`src/hdl/cdps_pkg.sv`:
```
package cdps_pkg;

    localparam int PRESCALE_LIMIT_DEF   = 255;
    localparam int RATE_DIVIDER_MAX_DEF = 256;

    localparam int SRC_KHZ_W = 19;
    localparam int REQ_W     = 29;
    localparam int HZ_W      = 30;
    localparam int PRE_W     = 8;
    localparam int DIVR_W    = 9;
    localparam int PROD_W    = PRE_W + DIVR_W;
    localparam int LIM_W     = 17;
    localparam int CNT_W     = $clog2(HZ_W);

    localparam logic [SRC_KHZ_W-1:0] SRC_KHZ_RESET = SRC_KHZ_W'(480000);
    localparam logic [9:0]           KHZ_TO_HZ     = 10'd1000;

    localparam int S_TDATA_W = 32;
    localparam int M_TDATA_W = 48;
    localparam int M_TUSER_W = 2;

    typedef enum logic [1:0] {
        ST_OK          = 2'd0,
        ST_DISABLED    = 2'd1,
        ST_UNREACHABLE = 2'd2
    } status_t;

    typedef struct packed {
        logic    start_q;
        logic    cap_q;
        logic    search_step;
        logic    start_d;
        logic    cap_d;
        logic    mul;
        logic    start_a;
        logic    cap_a;
        logic    out_load;
        status_t out_status;
    } cmd_t;

    typedef struct packed {
        logic req_zero;
        logic div_done;
        logic hit;
        logic last;
        logic out_free;
    } sts_t;

endpackage

```
`src/hdl/cdps_div.sv`:
```
module cdps_div (
    input  logic                         aclk,
    input  logic                         aresetn,
    input  logic                         start,
    input  logic [cdps_pkg::HZ_W-1:0]    num,
    input  logic [cdps_pkg::HZ_W-1:0]    den,
    output logic [cdps_pkg::HZ_W-1:0]    quo,
    output logic                         done
);

    localparam int W = cdps_pkg::HZ_W;

    logic [W-1:0]                  rem_reg, rem_next;
    logic [W-1:0]                  quo_reg, quo_next;
    logic [W-1:0]                  den_reg;
    logic [cdps_pkg::CNT_W-1:0]    cnt_reg;
    logic                          busy_reg;
    logic                          done_reg;
    logic [W:0]                    rem_sh;

    always_comb begin
        rem_sh = {rem_reg, quo_reg[W-1]};
        if (rem_sh >= {1'b0, den_reg}) begin
            rem_next = W'(rem_sh - {1'b0, den_reg});
            quo_next = {quo_reg[W-2:0], 1'b1};
        end else begin
            rem_next = rem_sh[W-1:0];
            quo_next = {quo_reg[W-2:0], 1'b0};
        end
    end

    always_ff @(posedge aclk) begin
        if (!aresetn) begin
            busy_reg <= 1'b0;
            done_reg <= 1'b0;
            cnt_reg  <= '0;
        end else begin
            done_reg <= 1'b0;
            if (start) begin
                busy_reg <= 1'b1;
                cnt_reg  <= '0;
            end else if (busy_reg) begin
                cnt_reg <= cnt_reg + 1'b1;
                if (cnt_reg == cdps_pkg::CNT_W'(W - 1)) begin
                    busy_reg <= 1'b0;
                    done_reg <= 1'b1;
                end
            end
        end
    end

    always_ff @(posedge aclk) begin
        if (start) begin
            rem_reg <= '0;
            quo_reg <= num;
            den_reg <= den;
        end else if (busy_reg) begin
            rem_reg <= rem_next;
            quo_reg <= quo_next;
        end
    end

    assign quo  = quo_reg;
    assign done = done_reg;

endmodule

```
`src/hdl/cdps_datapath.sv`:
```
module cdps_datapath #(
    parameter int PRESCALE_LIMIT   = cdps_pkg::PRESCALE_LIMIT_DEF,
    parameter int RATE_DIVIDER_MAX = cdps_pkg::RATE_DIVIDER_MAX_DEF
) (
    input  logic                              aclk,
    input  logic                              aresetn,
    input  logic                              cfg_valid,
    input  logic [cdps_pkg::SRC_KHZ_W-1:0]    cfg_data,
    input  logic [cdps_pkg::REQ_W-1:0]        req,
    input  cdps_pkg::cmd_t                    cmd,
    output cdps_pkg::sts_t                    sts,
    input  logic                              m_tready,
    output logic                              m_tvalid,
    output logic [cdps_pkg::M_TDATA_W-1:0]    m_tdata,
    output logic [cdps_pkg::M_TUSER_W-1:0]    m_tuser
);

    localparam int W = cdps_pkg::HZ_W;
    localparam logic [cdps_pkg::LIM_W-1:0] LIM_STEP =
        cdps_pkg::LIM_W'(2 * (RATE_DIVIDER_MAX + 1));
    localparam logic [cdps_pkg::PRE_W:0] PRE_END = (cdps_pkg::PRE_W + 1)'(PRESCALE_LIMIT);

    logic [cdps_pkg::SRC_KHZ_W-1:0]  src_khz_reg;
    logic [W-1:0]                    src_hz;
    logic [W-1:0]                    src_hz_reg;
    logic [W-1:0]                    q_reg;
    logic [cdps_pkg::PRE_W-1:0]      pre_reg;
    logic [cdps_pkg::LIM_W-1:0]      lim_reg;
    logic [cdps_pkg::DIVR_W-1:0]     divr_reg;
    logic [cdps_pkg::PROD_W-1:0]     prod_reg;
    logic [cdps_pkg::REQ_W-1:0]      ach_reg;
    logic [cdps_pkg::PRE_W:0]        pre_plus;
    logic [cdps_pkg::DIVR_W-1:0]     divr_m1;

    logic                            div_start;
    logic [W-1:0]                    div_num;
    logic [W-1:0]                    div_den;
    logic [W-1:0]                    div_quo;
    logic                            div_done;

    logic                            m_tvalid_reg;
    logic [cdps_pkg::PRE_W-1:0]      o_pre_reg;
    logic [cdps_pkg::PRE_W-1:0]      o_rm1_reg;
    logic [cdps_pkg::REQ_W-1:0]      o_ach_reg;
    cdps_pkg::status_t               o_st_reg;

    always_ff @(posedge aclk) begin
        if (!aresetn) begin
            src_khz_reg <= cdps_pkg::SRC_KHZ_RESET;
        end else if (cfg_valid) begin
            src_khz_reg <= cfg_data;
        end
    end

    assign src_hz = W'(src_khz_reg) * W'(cdps_pkg::KHZ_TO_HZ);

    always_comb begin
        div_start = cmd.start_q | cmd.start_d | cmd.start_a;
        div_num   = src_hz_reg;
        div_den   = W'(prod_reg);
        if (cmd.start_q) begin
            div_num = src_hz;
            div_den = W'(req);
        end else if (cmd.start_d) begin
            div_num = q_reg;
            div_den = W'(pre_reg);
        end
    end

    cdps_div u_div (
        .aclk    (aclk),
        .aresetn (aresetn),
        .start   (div_start),
        .num     (div_num),
        .den     (div_den),
        .quo     (div_quo),
        .done    (div_done)
    );

    assign pre_plus = {1'b0, pre_reg} + (cdps_pkg::PRE_W + 1)'(2);
    assign divr_m1  = divr_reg - 1'b1;

    always_ff @(posedge aclk) begin
        if (cmd.start_q) begin
            src_hz_reg <= src_hz;
        end
        if (cmd.cap_q) begin
            q_reg   <= div_quo;
            pre_reg <= cdps_pkg::PRE_W'(2);
            lim_reg <= LIM_STEP;
        end else if (cmd.search_step) begin
            pre_reg <= pre_plus[cdps_pkg::PRE_W-1:0];
            lim_reg <= lim_reg + LIM_STEP;
        end
        if (cmd.cap_d) begin
            divr_reg <= (div_quo == '0) ? cdps_pkg::DIVR_W'(1) : div_quo[cdps_pkg::DIVR_W-1:0];
        end
        if (cmd.mul) begin
            prod_reg <= cdps_pkg::PROD_W'(pre_reg) * cdps_pkg::PROD_W'(divr_reg);
        end
        if (cmd.cap_a) begin
            ach_reg <= div_quo[cdps_pkg::REQ_W-1:0];
        end
    end

    always_ff @(posedge aclk) begin
        if (!aresetn) begin
            m_tvalid_reg <= 1'b0;
        end else if (cmd.out_load) begin
            m_tvalid_reg <= 1'b1;
        end else if (m_tready) begin
            m_tvalid_reg <= 1'b0;
        end
    end

    always_ff @(posedge aclk) begin
        if (cmd.out_load) begin
            o_st_reg <= cmd.out_status;
            if (cmd.out_status == cdps_pkg::ST_OK) begin
                o_pre_reg <= pre_reg;
                o_rm1_reg <= divr_m1[cdps_pkg::PRE_W-1:0];
                o_ach_reg <= ach_reg;
            end else begin
                o_pre_reg <= '0;
                o_rm1_reg <= '0;
                o_ach_reg <= '0;
            end
        end
    end

    always_comb begin
        sts.req_zero = (req == '0);
        sts.div_done = div_done;
        sts.hit      = q_reg < W'(lim_reg);
        sts.last     = pre_plus >= PRE_END;
        sts.out_free = !m_tvalid_reg || m_tready;
    end

    assign m_tvalid = m_tvalid_reg;
    assign m_tdata  = {3'b000, o_ach_reg, o_rm1_reg, o_pre_reg};
    assign m_tuser  = o_st_reg;

endmodule

```
`src/hdl/cdps_ctrl.sv`:
```
module cdps_ctrl (
    input  logic              aclk,
    input  logic              aresetn,
    input  logic              s_tvalid,
    output logic              s_tready,
    input  cdps_pkg::sts_t    sts,
    output cdps_pkg::cmd_t    cmd
);

    typedef enum logic [7:0] {
        S_IDLE   = 8'b0000_0001,
        S_DIV_Q  = 8'b0000_0010,
        S_SEARCH = 8'b0000_0100,
        S_DIV_D  = 8'b0000_1000,
        S_MUL    = 8'b0001_0000,
        S_ASTART = 8'b0010_0000,
        S_DIV_A  = 8'b0100_0000,
        S_OUT    = 8'b1000_0000
    } state_t;

    state_t            state_reg, state_next;
    cdps_pkg::status_t stat_reg, stat_next;

    always_ff @(posedge aclk) begin
        if (!aresetn) begin
            state_reg <= S_IDLE;
            stat_reg  <= cdps_pkg::ST_OK;
        end else begin
            state_reg <= state_next;
            stat_reg  <= stat_next;
        end
    end

    always_comb begin
        state_next     = state_reg;
        stat_next      = stat_reg;
        cmd            = '0;
        cmd.out_status = stat_reg;
        s_tready       = 1'b0;
        case (state_reg)
            S_IDLE: begin
                s_tready = 1'b1;
                if (s_tvalid) begin
                    if (sts.req_zero) begin
                        stat_next  = cdps_pkg::ST_DISABLED;
                        state_next = S_OUT;
                    end else begin
                        stat_next   = cdps_pkg::ST_OK;
                        cmd.start_q = 1'b1;
                        state_next  = S_DIV_Q;
                    end
                end
            end
            S_DIV_Q: begin
                if (sts.div_done) begin
                    cmd.cap_q  = 1'b1;
                    state_next = S_SEARCH;
                end
            end
            S_SEARCH: begin
                if (sts.hit) begin
                    cmd.start_d = 1'b1;
                    state_next  = S_DIV_D;
                end else if (sts.last) begin
                    stat_next  = cdps_pkg::ST_UNREACHABLE;
                    state_next = S_OUT;
                end else begin
                    cmd.search_step = 1'b1;
                end
            end
            S_DIV_D: begin
                if (sts.div_done) begin
                    cmd.cap_d  = 1'b1;
                    state_next = S_MUL;
                end
            end
            S_MUL: begin
                cmd.mul    = 1'b1;
                state_next = S_ASTART;
            end
            S_ASTART: begin
                cmd.start_a = 1'b1;
                state_next  = S_DIV_A;
            end
            S_DIV_A: begin
                if (sts.div_done) begin
                    cmd.cap_a  = 1'b1;
                    state_next = S_OUT;
                end
            end
            S_OUT: begin
                if (sts.out_free) begin
                    cmd.out_load = 1'b1;
                    state_next   = S_IDLE;
                end
            end
            default: begin
                state_next = S_IDLE;
            end
        endcase
    end

endmodule

```
`src/hdl/clock_divider_pair_select_core.sv`:
```
// From the accepting edge to m_tvalid: a zero request goes straight to the output; an
// unreachable one ends after the quotient division and the full prescaler search; else three
// passes of one shared radix-2 divider, control states and one search step per prescaler tried.
// One request is handled at a time; the next is taken the cycle after the result is loaded
// into the output register.
// Reset: aresetn synchronous active low; clears control and sets source clock to 480000 kHz.
module clock_divider_pair_select_core #(
    parameter int PRESCALE_LIMIT   = cdps_pkg::PRESCALE_LIMIT_DEF,
    parameter int RATE_DIVIDER_MAX = cdps_pkg::RATE_DIVIDER_MAX_DEF
) (
    input  logic                              aclk,
    input  logic                              aresetn,
    input  logic                              cfg_valid,
    output logic                              cfg_ready,
    input  logic [cdps_pkg::SRC_KHZ_W-1:0]    cfg_data,
    input  logic                              s_tvalid,
    output logic                              s_tready,
    input  logic [cdps_pkg::S_TDATA_W-1:0]    s_tdata,  // [28:0] requested_hz
    output logic                              m_tvalid,
    input  logic                              m_tready,
    output logic [cdps_pkg::M_TDATA_W-1:0]    m_tdata,  // prescale, rate_minus_one, achieved_hz
    output logic [cdps_pkg::M_TUSER_W-1:0]    m_tuser   // [1:0] status
);

    cdps_pkg::cmd_t cmd;
    cdps_pkg::sts_t sts;

    assign cfg_ready = 1'b1;

    cdps_ctrl u_ctrl (
        .aclk     (aclk),
        .aresetn  (aresetn),
        .s_tvalid (s_tvalid),
        .s_tready (s_tready),
        .sts      (sts),
        .cmd      (cmd)
    );

    cdps_datapath #(
        .PRESCALE_LIMIT   (PRESCALE_LIMIT),
        .RATE_DIVIDER_MAX (RATE_DIVIDER_MAX)
    ) u_dp (
        .aclk      (aclk),
        .aresetn   (aresetn),
        .cfg_valid (cfg_valid),
        .cfg_data  (cfg_data),
        .req       (s_tdata[cdps_pkg::REQ_W-1:0]),
        .cmd       (cmd),
        .sts       (sts),
        .m_tready  (m_tready),
        .m_tvalid  (m_tvalid),
        .m_tdata   (m_tdata),
        .m_tuser   (m_tuser)
    );

endmodule
```
`config.mk`:
```
export PLATFORM = sky130hd
export DESIGN_NAME = clock_divider_pair_select_core
export DESIGN_NICKNAME = d
export VERILOG_FILES = /design/src/hdl/cdps_pkg.sv /design/src/hdl/cdps_div.sv /design/src/hdl/cdps_datapath.sv /design/src/hdl/cdps_ctrl.sv /design/src/hdl/clock_divider_pair_select_core.sv
export SDC_FILE = /design/constraint.sdc
export NUM_CORES = 1
export LEC_CHECK = 0
export BUFFER_PORTS_ARGS = -buffer_cell sky130_fd_sc_hd__buf_4
export CORE_MARGIN = 1
export CORE_UTILIZATION = 31
export CTS_CLUSTER_DIAMETER = 100
export DETAILED_ROUTE_END_ITERATION = 12
export GPL_TIMING_DRIVEN = 0
export MAX_ROUTING_LAYER = met4
export SLEW_MARGIN = 10
export SYNTH_ARGS = -nofsm -noshare
export SYNTH_HDL_FRONTEND = slang
export SYNTH_SLANG_ARGS = --single-unit
```
`constraint.sdc`:
```
create_clock -name aclk -period 9.4 [get_ports aclk]
set_input_delay 1.41 -clock aclk [delete_from_list [all_inputs] [get_ports aclk]]
set_output_delay 1.41 -clock aclk [all_outputs]
set_load 0.1 [all_outputs]
```
Word level (Yosys, flattened, before mapping) --
Index checks and enable logic that the tools add are counted.
Storage, ports and cells: bits in registers 310, bits in latches 0, memory bits (writable) 0, bits in read-only memories 0, input bits 56, output and inout bits 53, logic and storage cells 109, memories 0
Cells by class: add/subtract/negate cells 5, multiply operators 2, divide/modulo/power cells 0, order comparisons 3, equal/unequal tests 17, shift operators 0, muxes and demuxes 44, bitwise operators 4, reductions and logical operators 12
Operator list (number):
- 30-bit two-way mux | 5
- 8-bit two-way mux | 8
- 8-bit case mux with 8 select lines | 1
- 31-bit by 30-bit >= comparator with 1-bit output | 1
- 30-bit zero test | 1
- 30-bit by 17-bit < comparator with 1-bit output | 1
- 30-bit subtractor | 1
- 29-bit zero test | 1
- 29-bit two-way mux | 1
- 19-bit by 7-bit multiplier with 26-bit output, second input constant | 1
- 1-bit two-way mux | 23
- 17-bit by 10-bit adder with 17-bit output, second input constant | 1
- 8-bit by 9-bit multiplier with 17-bit output | 1
- 17-bit two-way mux | 1
- 8-bit by 2-bit adder with 9-bit output, second input constant | 1
- 9-bit by 8-bit >= comparator with 1-bit output, second input constant | 1
- 8-bit by 1-bit equality test with 1-bit output, second input constant | 1
- 8-bit by 2-bit equality test with 1-bit output, second input constant | 1
- 8-bit by 3-bit equality test with 1-bit output, second input constant | 1
- 8-bit by 4-bit equality test with 1-bit output, second input constant | 1
- 8-bit by 5-bit equality test with 1-bit output, second input constant | 1
- 8-bit by 6-bit equality test with 1-bit output, second input constant | 1
- 8-bit by 7-bit equality test with 1-bit output, second input constant | 1
- 8-bit equality test, second input constant | 1
- other kinds (18) | 30

Logic depth before layout (Yosys ltp) --
Gate-level depths: netlist (run 1).
word-level depth 8, gate-level depth with buffers 18, gate-level depth less buffers 17

By module --
From an unflattened synthesis (run 1), not the netlist that was laid out.
Second synthesis, totals: cell total of the unflattened synthesis 1830, area, all modules 19723.9 µm²
Modules (own cells, without submodules):
- cdps_datapath | times used 1, cells an instance 1227, area an instance 13656.8 µm², sequential area each 5545.3 µm²
- cdps_div | times used 1, cells an instance 520, area an instance 5383.9 µm², sequential area each 2542.4 µm²
- cdps_ctrl | times used 1, cells an instance 81, area an instance 671.9 µm², sequential area each 200.2 µm²
- clock_divider_pair_select_core | times used 1, cells an instance 2, area an instance 11.3 µm², sequential area each 0.0 µm²

Worst setup path before layout (run 1) --
No wires, ideal clock.
path kind reg2reg, from register u_dp.src_khz_reg[0] (netlist name), to register u_dp.u_div.quo_reg[27], in the netlist u_dp.u_div.quo[27], data pin, arrival 4.465 ns, data required time 9.090 ns, setup slack 4.625 ns, stages on the path, launching flop included 16, path buffers 0, cell sequence dfxtp_1 -> fa_1 -> inv_1 -> fa_1 -> inv_1 -> fa_1 -> fa_1 -> ha_1 -> o21ai_0 -> o211ai_1 -> nand4_1 -> a311oi_1 -> a31oi_1 -> o21ai_0 -> mux2i_1 -> a21oi_1
On the way: cells in the longest elaborated chain, start to end 3
Ends and longest elaborated chain:
- start: declaration | RTL line cdps_datapath.sv:23 | logic [cdps_pkg::SRC_KHZ_W-1:0] src_khz_reg;
- start signal: assignment | RTL line cdps_datapath.sv:49 | src_khz_reg <= cdps_pkg::SRC_KHZ_RESET;
- start signal: assignment | RTL line cdps_datapath.sv:51 | src_khz_reg <= cfg_data;
- 19-bit by 7-bit multiplier with 26-bit output | RTL line cdps_datapath.sv:55 | assign src_hz = W'(src_khz_reg) * W'(cdps_pkg::KHZ_TO_HZ);
- 30-bit two-way mux | RTL line cdps_datapath.sv:61 | if (cmd.start_q) begin
- 30-bit two-way mux | RTL line cdps_div.sv:53 | if (start) begin
- end signal: assignment | RTL line cdps_div.sv:55 | quo_reg <= num;
- end signal: assignment | RTL line cdps_div.sv:59 | quo_reg <= quo_next;
- end: declaration | RTL line cdps_div.sv:14 | logic [W-1:0] quo_reg, quo_next;
Every way passes these cells. A chain may end at the register's enable or synchronous reset.

Worst setup path after layout (run 1) --
from input s_tdata[28] (netlist name), to register u_dp.u_div.den_reg[13] (enable)
On the way: cells in the longest elaborated chain, start to end 6
Ends and longest elaborated chain:
- start: declaration | RTL line clock_divider_pair_select_core.sv:18 | input logic [cdps_pkg::S_TDATA_W-1:0] s_tdata,
- 29-bit zero test | RTL line cdps_datapath.sv:132 | sts.req_zero = (req == '0);
- 1-bit two-way mux | RTL line cdps_ctrl.sv:44 | if (sts.req_zero) begin
- 1-bit two-way mux | RTL line cdps_ctrl.sv:43 | if (s_tvalid) begin
- 1-bit two-way mux | RTL line cdps_ctrl.sv:40 | case (state_reg)
- 1-bit bitwise OR (2 in series) | RTL line cdps_datapath.sv:58 | div_start = cmd.start_q | cmd.start_d | cmd.start_a;
- end signal: assignment | RTL line cdps_div.sv:56 | den_reg <= den;
- end: declaration | RTL line cdps_div.sv:15 | logic [W-1:0] den_reg;
Every way passes these cells.

==> flow_metrics.env, run 1 <==
export IMPL_synth_top_flop_cell="edfxtp_1"
export IMPL_synthMuxAreaShare_pct=1.39
export IMPL_cts_setup_buffers=0
export IMPL_ys_seq_elements=305
export IMPL_avgViaCountPerCell=5.01
export IMPL_start_kind="input pin"
export IMPL_vdd_ir_drop_max_mv=0.168
export IMPL_worst_setup_path_type="in -> reg"
export IMPL_cts_clk_slew_worst_paths_ns=0.06
export IMPL_min_period_over_period_pct=64.1
export IMPL_io_buffers=98
export IMPL_cpPeakStageDelay_ns=1.09
export IMPL_cts_sinks=305
export IMPL_hold_depth=2
export IMPL_synth_top_family_by_area="adder cells"
export IMPL_antenna_found_initial=0
export IMPL_grt_max_degree=34
export IMPL_min_path_type="reg -> reg"
export IMPL_drive_gt1_share_pct=9.23
export IMPL_syn_inst=1916
export IMPL_setup_viol=0
export IMPL_dpl_cell_area_sq_um=21500
export IMPL_worstRegToRegCells=15
export IMPL_max_freq_mhz=166
export IMPL_htree_levels=2
export IMPL_period_minus_slack_ns=6.02
export IMPL_maxCapViolations=0
export IMPL_cp_end_kind="flip-flop"
export IMPL_fin_skew_ns=0.0376
export IMPL_postSynthAreaPerCell_sq_um=10.2
export IMPL_required_ns=9.34
export IMPL_cts_tree="done"
export IMPL_arrival_ns=5.96
export IMPL_yosysUniqueCellTypes=71
export IMPL_fin_area_sq_um=22700
export IMPL_wl_met2_um=25300
export IMPL_place_gp_congestion=0.928
export IMPL_cp_slowest_cell="clkinv_1"
export IMPL_synthAdderAreaFrac_pct=19.9
export IMPL_path_delay_family="buffers and inverters"
export IMPL_critical_path_buf_inv_count=4
export IMPL_drc=0
export IMPL_syn_to_final_growth_pct=16.2
export IMPL_synth_compound_area_share_pct=13.0
export IMPL_synth_warnings=0
export IMPL_dieArea_sq_um=64000
export IMPL_die_h_um=253
export IMPL_fill_cells=6255
export IMPL_p_per_area_nw_per_um2=252
export IMPL_synth_enable_flop_cells=215
export IMPL_fin_setup_tns_ns=0
export IMPL_async_reset_ff_share_pct=0
export IMPL_clk_path_buf_depth=3
export IMPL_dr_pass1_iters=7
export IMPL_leakagePower_nw=9.31
export IMPL_wl_per_cell_um=17.9
export IMPL_grt_pass1_wl_um=82000
export IMPL_hpwl_um=40700
export IMPL_n_antenna_cell=0
export IMPL_core_area_sq_um=61900
export IMPL_drt_iter0_markers=980
export IMPL_final_max_slew_violation_count=0
export IMPL_vias=14651
export IMPL_yosys_area_share_simple_pct=14.6
export IMPL_root_buffer="clkbuf_16"
export IMPL_path_cells="buf_4, nor4_1, nand4_1, o21bai_1, and3_1, o211ai_1, nand2_1, clkbuf_1, clkbuf_1, clkinv_1"
export IMPL_routed_top_layer="met4"
export IMPL_dp_slack_ns=3.25
export IMPL_worst_pin_slew_ns=1.15
export IMPL_critPathMaxFanout=29
export IMPL_die_w_um=253
export IMPL_ios=109
export IMPL_rsz0062_at_grt="no"
export IMPL_outcome="complete, no violations"
export IMPL_initial_core_util_pct=31.5
export IMPL_ctsResizeCount=0
export IMPL_postRouteAntennaNets=0
export IMPL_layout_setup_ws_ns=3.38
export IMPL_path_depth=10
export IMPL_ys_seq_area_share_pct=42.3
export IMPL_holdBufCountCts=0
export IMPL_wl_met1_um=23100
export IMPL_rows=91
export IMPL_layout_nets=2367
export IMPL_cpMostUsedCell="clkbuf_1"
export IMPL_cts_buffers=38
export IMPL_hold_violations=0
export IMPL_syn_area_sq_um=19500
export IMPL_synthXorXnorAreaFrac_pct=2.87
export IMPL_insertion_delay_ns=0.57
export IMPL_drt_total_wl_um=52300
export IMPL_wl_met3_um=2810
export IMPL_grt_overflow_total=0
export IMPL_track_usage_pct=16.9
export IMPL_slew_limit_headroom_pct=23.1
export IMPL_grt_pass1_vias=14706
==> metrics by stage <==
stage / cells / power, W / hold WS (ns) / utilization (%)
finish: 2927 / 0.00571 / 0.457 / 36.6
CTS: 2927 / 0.00574 / 0.460 / 36.6
detailed placement: 2859 / 0.00424 / 0.452 / 34.6
floorplan: 1919 / 0.00361 / 0.435 / -
global route: 2927 / 0.00611 / 0.483 / 36.6
global placement: 2854 / 0.00419 / 0.446 / 34.4
==> tightest hold or removal path, stage by stage, from the launching register on <==
cell,delay [ns]
dfxtp_1,0.31
nand2_1,0.05
mux2i_1,0.05
==> per-layer routing <==
metal | vias to the layer above | global-route usage [%]
li1 | 7039 | -
met1 | 7147 | 21.2
met2 | 388 | 28.4
met3 | 77 | 2.64
met4 | 0 | 4.43
met5 | - | -
==> Yosys cell counts (25+ instances only) <==
cell type  count  area (sq um)
nor2_1       113           424
a21o_1        29           218
o21ai_0      101           505
and2_1        91           569
inv_1        197           739
dfxtp_1       90          1800
a31oi_1       38           238
ha_1         147          1840
fa_1         102          2040
nand3_1       65           325
xnor2_1       43           377
nor3_1        30           150
nor4_1        25           156
mux2i_1       26           260
edfxtp_1     215          6460
nand2_1      161           604
a21oi_1       74           370
clkbuf_1      86           323
==> path summary, 6_finish.rpt <==
check	startpoint	to	slack, ns
max	s_tdata[28]	u_dp.u_div.den_reg[13]	3.38
min	u_dp.lim_reg[15]	u_dp.lim_reg[15]	0.46
max reg2reg	u_dp.src_khz_reg[0]	u_dp.u_div.quo[27]	4.03
min reg2reg	u_dp.lim_reg[15]	u_dp.lim_reg[15]	0.46
==> kinds of logic (layout without fill, tap and decap cells) <==
kind of cell               after synthesis  after routing
other                                    2              5
muxes                                   27             27
buffers and inverters                  297            468
xor gates and xnor gates                64             64
DFF                                    305            305
and+or+nand+nor                        578            578
adders and majority gates              249            249
AOI/OAI and AO/OA                      394            394
==> area by class of cell <==
type / instances / area, sq um / share of cell area [%]
well taps: 837 / 1050 / 4.62
clock buffers: 47 / 995 / 4.38
inverters: 197 / 739 / 3.26
multi-input cells: 1317 / 10100 / 44.7
repair buffers: 103 / 851 / 3.75
plain buffers: 100 / 414 / 1.83
clock inverters: 21 / 243 / 1.07
flip-flops and latches: 305 / 8260 / 36.4
==> cells in the final DEF, fill, tap and decap left out, types with 38 or more instances in the layout <==
cell type	n
clkbuf_16	38
buf_4	103
o21ai_0	101
and2_1	90
edfxtp_1	215
fa_1	102
nand3_1	65
ha_1	147
xnor2_1	43
dfxtp_1	90
clkbuf_1	93
a31oi_1	38
inv_1	196
nand2_1	160
nor2_1	112
a21oi_1	74
==> power breakdown <==
part	switching, W	leakage [nW]	internal, W
sequential	0.000152	2.71	0.00173
clock	0.000594	0.604	0.000871
combinational	0.00145	6.00	0.000915
(Power assumes the default switching activity.)
==> run 2: changes to the inputs <==
Clock period 9.4 ns to 5.3 ns, I/O delays scaled along.
==> run 2 against run 1 <==
  * Sequential power up 77%
  * Combinational power up 81%
  * Register-to-register slack worse by 3.8 ns
  * Core utilization up 0.083 points
  * Global-route usage about the same
  * Via count down 0.48%
  * Critical path type is now reg -> reg
  * Largest cell class unchanged
==> flow_metrics.env, run 2 (synthesized netlist as in run 1, its figures left out) <==
export IMPL_worstRegToRegCells=15
export IMPL_critPathMaxFanout=7
export IMPL_period_minus_slack_ns=5.07
export IMPL_ios=109
export IMPL_max_freq_mhz=197
export IMPL_holdBufCountCts=0
export IMPL_dpl_cell_area_sq_um=21500
export IMPL_rows=91
export IMPL_wl_per_cell_um=18.0
export IMPL_leakagePower_nw=9.34
export IMPL_mostFrequentLayoutCells="edfxtp_1, inv_1, nand2_1"
export IMPL_met2_usage_pct=28.4
export IMPL_drc=0
export IMPL_syn_to_final_growth_pct=16.5
export IMPL_postRouteAntennaNets=0
export IMPL_busiest_layer="met2"
export IMPL_met3_usage_pct=2.64
export IMPL_drt_iter0_markers=925
export IMPL_min_period_over_period_pct=95.6
export IMPL_drive_gt1_share_pct=9.71
export IMPL_fin_skew_ns=0.0360
export IMPL_die_w_um=253
export IMPL_drt_total_wl_um=52600
export IMPL_n_antenna_cell=0
export IMPL_maxCapViolations=0
export IMPL_required_ns=5.61
export IMPL_min_path_type="in -> reg"
export IMPL_rsz0062_at_grt="no"
export IMPL_insertion_delay_ns=0.57
export IMPL_initial_core_util_pct=31.5
export IMPL_grt_max_degree=34
export IMPL_worst_pin_slew_ns=1.03
export IMPL_grt_overflow_total=0
export IMPL_cts_clk_slew_worst_paths_ns=0.06
export IMPL_p_per_area_nw_per_um2=449
export IMPL_cts_setup_buffers=0
export IMPL_layout_nets=2368
export IMPL_whs_ns=0.445
export IMPL_use_met1_pct=21.2
export IMPL_grt_pass1_vias=14721
export IMPL_final_common_cell="edfxtp_1"
export IMPL_final_max_slew_violation_count=0
export IMPL_vias=14581
export IMPL_cts_sinks=305
export IMPL_clk_path_buf_depth=3
export IMPL_place_gp_congestion=0.928
export IMPL_grt_pass1_wl_um=82100
export IMPL_arrival_ns=5.38
export IMPL_cts_buffers=38
export IMPL_hold_depth=3
export IMPL_dieArea_sq_um=64000
export IMPL_io_buffers=98
export IMPL_power_w=0.0102
export IMPL_die_h_um=253
export IMPL_slew_limit_headroom_pct=31.0
export IMPL_antenna_found_initial=0
export IMPL_cp_end_kind="flip-flop"
export IMPL_vdd_ir_drop_max_mv=0.323
export IMPL_cts_tree="done"
export IMPL_core_area_sq_um=61900
export IMPL_htree_levels=2
export IMPL_dr_pass1_iters=5
export IMPL_hpwl_um=40700
export IMPL_fin_area_sq_um=22700
export IMPL_setup_viol=0
export IMPL_root_buffer="clkbuf_16"
export IMPL_worst_setup_path_type="reg -> reg"
export IMPL_avgViaCountPerCell=4.98
export IMPL_start_kind="flip-flop"
export IMPL_track_usage_pct=16.9
export IMPL_outcome="complete, no violations"
export IMPL_hold_violations=0
## run 2: changes by cell type in the layout (fill, tap and decap cells not counted), sizes merged
cell / delta
clkinv: -1
clkinvlp: +2
## run 2: metal layers
layer | up-vias | share of wire, %
li1 | 7040 | -
met1 | 7088 | 44
met2 | 376 | 48
met3 | 77 | 5.4
met4 | 0 | 2.2
met5 | - | 0
## run 2: stage by stage
stage                     TNS (ns)  utilization [%]  setup WS (ns)  std cells
final                            0             36.7          0.231       2928
after detailed placement     -6.84             34.6         -0.236       2859
after floorplan                  0                -          0.525       1919
after global routing             0             36.7        0.00174       2928
after CTS                        0             36.6         0.0298       2927
after global placement      -25.18             34.4         -0.657       2854
## run 2: final cells by class
class | count | area [sq um]
Clock buffer | 47 | 995
Clock inverter | 21 | 243
Buffer | 100 | 419
Inverter | 197 | 743
Multi-Input combinational cell | 1317 | 10200
Sequential cell | 305 | 8260
Fill cell | 6254 | 39200
Tap cell | 837 | 1050
Timing Repair Buffer | 103 | 851
Timing Repair inverter | 1 | 7.51
## run 2: critical path, stage by stage, from the launching register on
cell and delay (ns):
dfxtp_1 0.41, fa_1 0.60, inv_1 0.06, fa_1 0.53, inv_1 0.05, fa_1 0.55
fa_1 0.42, ha_1 0.37, o21ai_0 0.14, o211ai_1 0.26, nand4_1 0.25, a311oi_4 0.35
a31oi_1 0.23, o21ai_1 0.28, mux2i_1 0.24, a21oi_1 0.08
## run 2: worst paths after layout
| path | slack [ns] | end | from |
|---|---|---|---|
| worst min-delay path | 0.44 | u_dp.src_khz_reg[16] | cfg_data[16] |
| worst max-delay path | 0.23 | u_dp.u_div.quo[27] | u_dp.src_khz_reg[0] |
| worst max register to register | 0.23 | u_dp.u_div.quo[27] | u_dp.src_khz_reg[0] |
| worst min register to register | 0.46 | u_dp.lim_reg[15] | u_dp.lim_reg[15] |
## run 2: timing repair
item	4_1_cts	5_1_grt
cloned	0	1
endpoints found under the setup margin	2	38
gates resized for setup	1	16
## run 2: power by group
part           leakage [nW]  switching, W  internal, W
clock network         0.604       0.00106      0.00154
logic                  6.02       0.00261      0.00165
registers              2.72      0.000271      0.00307
==> run 3: changes to the inputs <==
Settings changed: CORE_MARGIN 1 to default, SLEW_MARGIN 10 to 20.
Clock period 5.3 ns to 5 ns, I/O delays scaled along.
==> run 3 against run 2 <==
  * Routed wire length increased by 0.16%
  * Cell area is 0.70% higher
  * Sequential power grew 6.3%
  * Register-to-register slack worse by 0.10 ns
  * Fmax grew 4.1%
  * Critical path type unchanged
==> flow_metrics.env, run 3 (synthesized netlist as in run 1, its figures left out) <==
export IMPL_wl_per_cell_um=18.0
export IMPL_worstRegToRegCells=16
export IMPL_rows=91
export IMPL_critPathCapture="u_dp.u_div.quo[19]"
export IMPL_dpl_cell_area_sq_um=21500
export IMPL_antenna_found_initial=1
export IMPL_avgViaCountPerCell=4.99
export IMPL_final_cells=2929
export IMPL_io_buffers=98
export IMPL_drc=0
export IMPL_drive_gt1_share_pct=11.2
export IMPL_layout_setup_ws_ns=0.128
export IMPL_arrival_ns=5.29
export IMPL_hpwl_um=41000
export IMPL_grt_max_degree=30
export IMPL_dp_slack_ns=-0.355
export IMPL_timing_rr_start="u_dp.src_khz_reg[0]"
export IMPL_leakagePower_nw=9.41
export IMPL_insertion_delay_ns=0.57
export IMPL_ff2ff_setup_slack_ns=0.13
export IMPL_worst_setup_path_type="reg -> reg"
export IMPL_die_w_um=253
export IMPL_htree_levels=2
export IMPL_required_ns=5.42
export IMPL_fin_skew_ns=0.0370
export IMPL_root_buffer="clkbuf_16"
export IMPL_cp_startpoint="u_dp.src_khz_reg[0]"
export IMPL_syn_to_final_growth_pct=17.3
export IMPL_grt_overflow_total=0
export IMPL_final_max_slew_violation_count=0
export IMPL_core_area_sq_um=61900
export IMPL_min_period_over_period_pct=97.4
export IMPL_cts_clk_slew_worst_paths_ns=0.06
export IMPL_grt_pass1_wl_um=81900
export IMPL_critPathMaxFanout=7
export IMPL_vdd_ir_drop_max_mv=0.334
export IMPL_cp_end_kind="flip-flop"
export IMPL_drt_total_wl_um=52700
export IMPL_postRouteAntennaNets=0
export IMPL_initial_core_util_pct=31.5
export IMPL_ff_latch_area_sq_um=8270
export IMPL_ios=109
export IMPL_outcome="complete, no violations"
export IMPL_slew_limit_headroom_pct=34.0
export IMPL_cts_tree="done"
export IMPL_p_per_area_nw_per_um2=481
export IMPL_min_path_type="in -> reg"
export IMPL_final_common_cell="edfxtp_1"
export IMPL_clk_path_buf_depth=3
export IMPL_fill_cells=6238
export IMPL_fin_area_sq_um=22900
export IMPL_start_kind="flip-flop"
export IMPL_place_gp_congestion=0.928
export IMPL_multiInputGateArea_sq_um=10300
export IMPL_max_freq_mhz=205
export IMPL_period_minus_slack_ns=4.87
export IMPL_postLayoutCoreUtil_pct=37.0
export IMPL_worst_pin_slew_ns=0.986
export IMPL_r2r_end="u_dp.u_div.quo[19]"
export IMPL_rsz0062_at_grt="yes"
export IMPL_cts_sinks=305
export IMPL_cts_buffers=38
export IMPL_dr_pass1_iters=5
export IMPL_dieArea_sq_um=64000
export IMPL_die_h_um=253
export IMPL_mostFrequentLayoutCells="edfxtp_1, inv_1, nand2_1"
export IMPL_hold_violations=0
export IMPL_place_inst=2860
export IMPL_grt_pass1_vias=14776
export IMPL_drt_iter0_markers=946
export IMPL_track_usage_pct=16.9
export IMPL_setup_viol=0
export IMPL_layout_nets=2366
export IMPL_vias=14617
export IMPL_fin_setup_tns_ns=0
export IMPL_maxCapViolations=0
[run 3: worst min-delay path by stage]
stage,start,to,slack [ns],depth (start not counted)
final,cfg_data[18],u_dp.src_khz_reg[18],0.40,3
after global routing,cfg_data[14],u_dp.src_khz_reg[14],0.40,3
after CTS,cfg_data[18],u_dp.src_khz_reg[18],0.37,3
after detailed placement,u_dp.lim_reg[7],u_dp.lim_reg[7],0.46,2
after global placement,u_dp.lim_reg[15],u_dp.lim_reg[15],0.45,2
after floorplan,u_dp.lim_reg[15],u_dp.lim_reg[15],0.43,2
[run 3: power breakdown]
part / internal (W) / total (W) / leakage [nW] / switching, W
Sequential: 0.00326 / 0.00355 / 2.71 / 0.000291
Combinational: 0.00187 / 0.00475 / 6.09 / 0.00288
Clock: 0.00161 / 0.00271 / 0.606 / 0.00110
[run 3: metal layers]
layer  GRT usage, %  share of wire (%)  up-vias  wire, um
met3           2.82                5.4       74      2870
met1           21.0                 44     7131     23200
li1               -                  -     7035         -
met4           3.91                1.8        0       957
met5              -                  0        -         0
met2           28.7                 49      377     25700
[run 3: area by class of cell]
cell class	count	area share, %
multi-input combinational	1317	44.9
sequential	305	36.1
tap	837	4.57
clock buffer	49	4.47
timing repair buffer	107	3.97
inverter	197	3.23
buffer	95	1.79
clock inverter	21	0.907
antenna	1	0.0109
[run 3: timing repair]
| action | 4_1_cts | 5_1_grt |
|---|---|---|
| buffers inserted | 0 | 3 |
| hold buffers | 0 | 0 |
| resized for setup | 9 | 49 |
| setup endpoints to repair | 10 | 21 |
| pin swaps | 0 | 6 |
| endpoints found under the hold margin | 0 | 0 |
[run 3: metrics by stage]
step	hold WS, ns	total power (W)
floorplan	0.435	0.00679
global placement	0.446	0.00787
detailed placement	0.457	0.00797
CTS	0.369	0.0108
global route	0.397	0.0117
finish	0.403	0.0110
[run 3: worst max-delay path, cell delays in order, from the launching register on]
cell and delay [ns]:
dfxtp_2 0.38, fa_1 0.58, inv_1 0.06, fa_1 0.53, inv_1 0.06, fa_1 0.54, fa_1 0.45, ha_4 0.31
o21ai_0 0.12, o211ai_1 0.28, nand4_1 0.23, a311oi_4 0.45, buf_4 0.17, a31o_2 0.17, xor2_2 0.23, o21ai_1 0.08
nor2_1 0.11
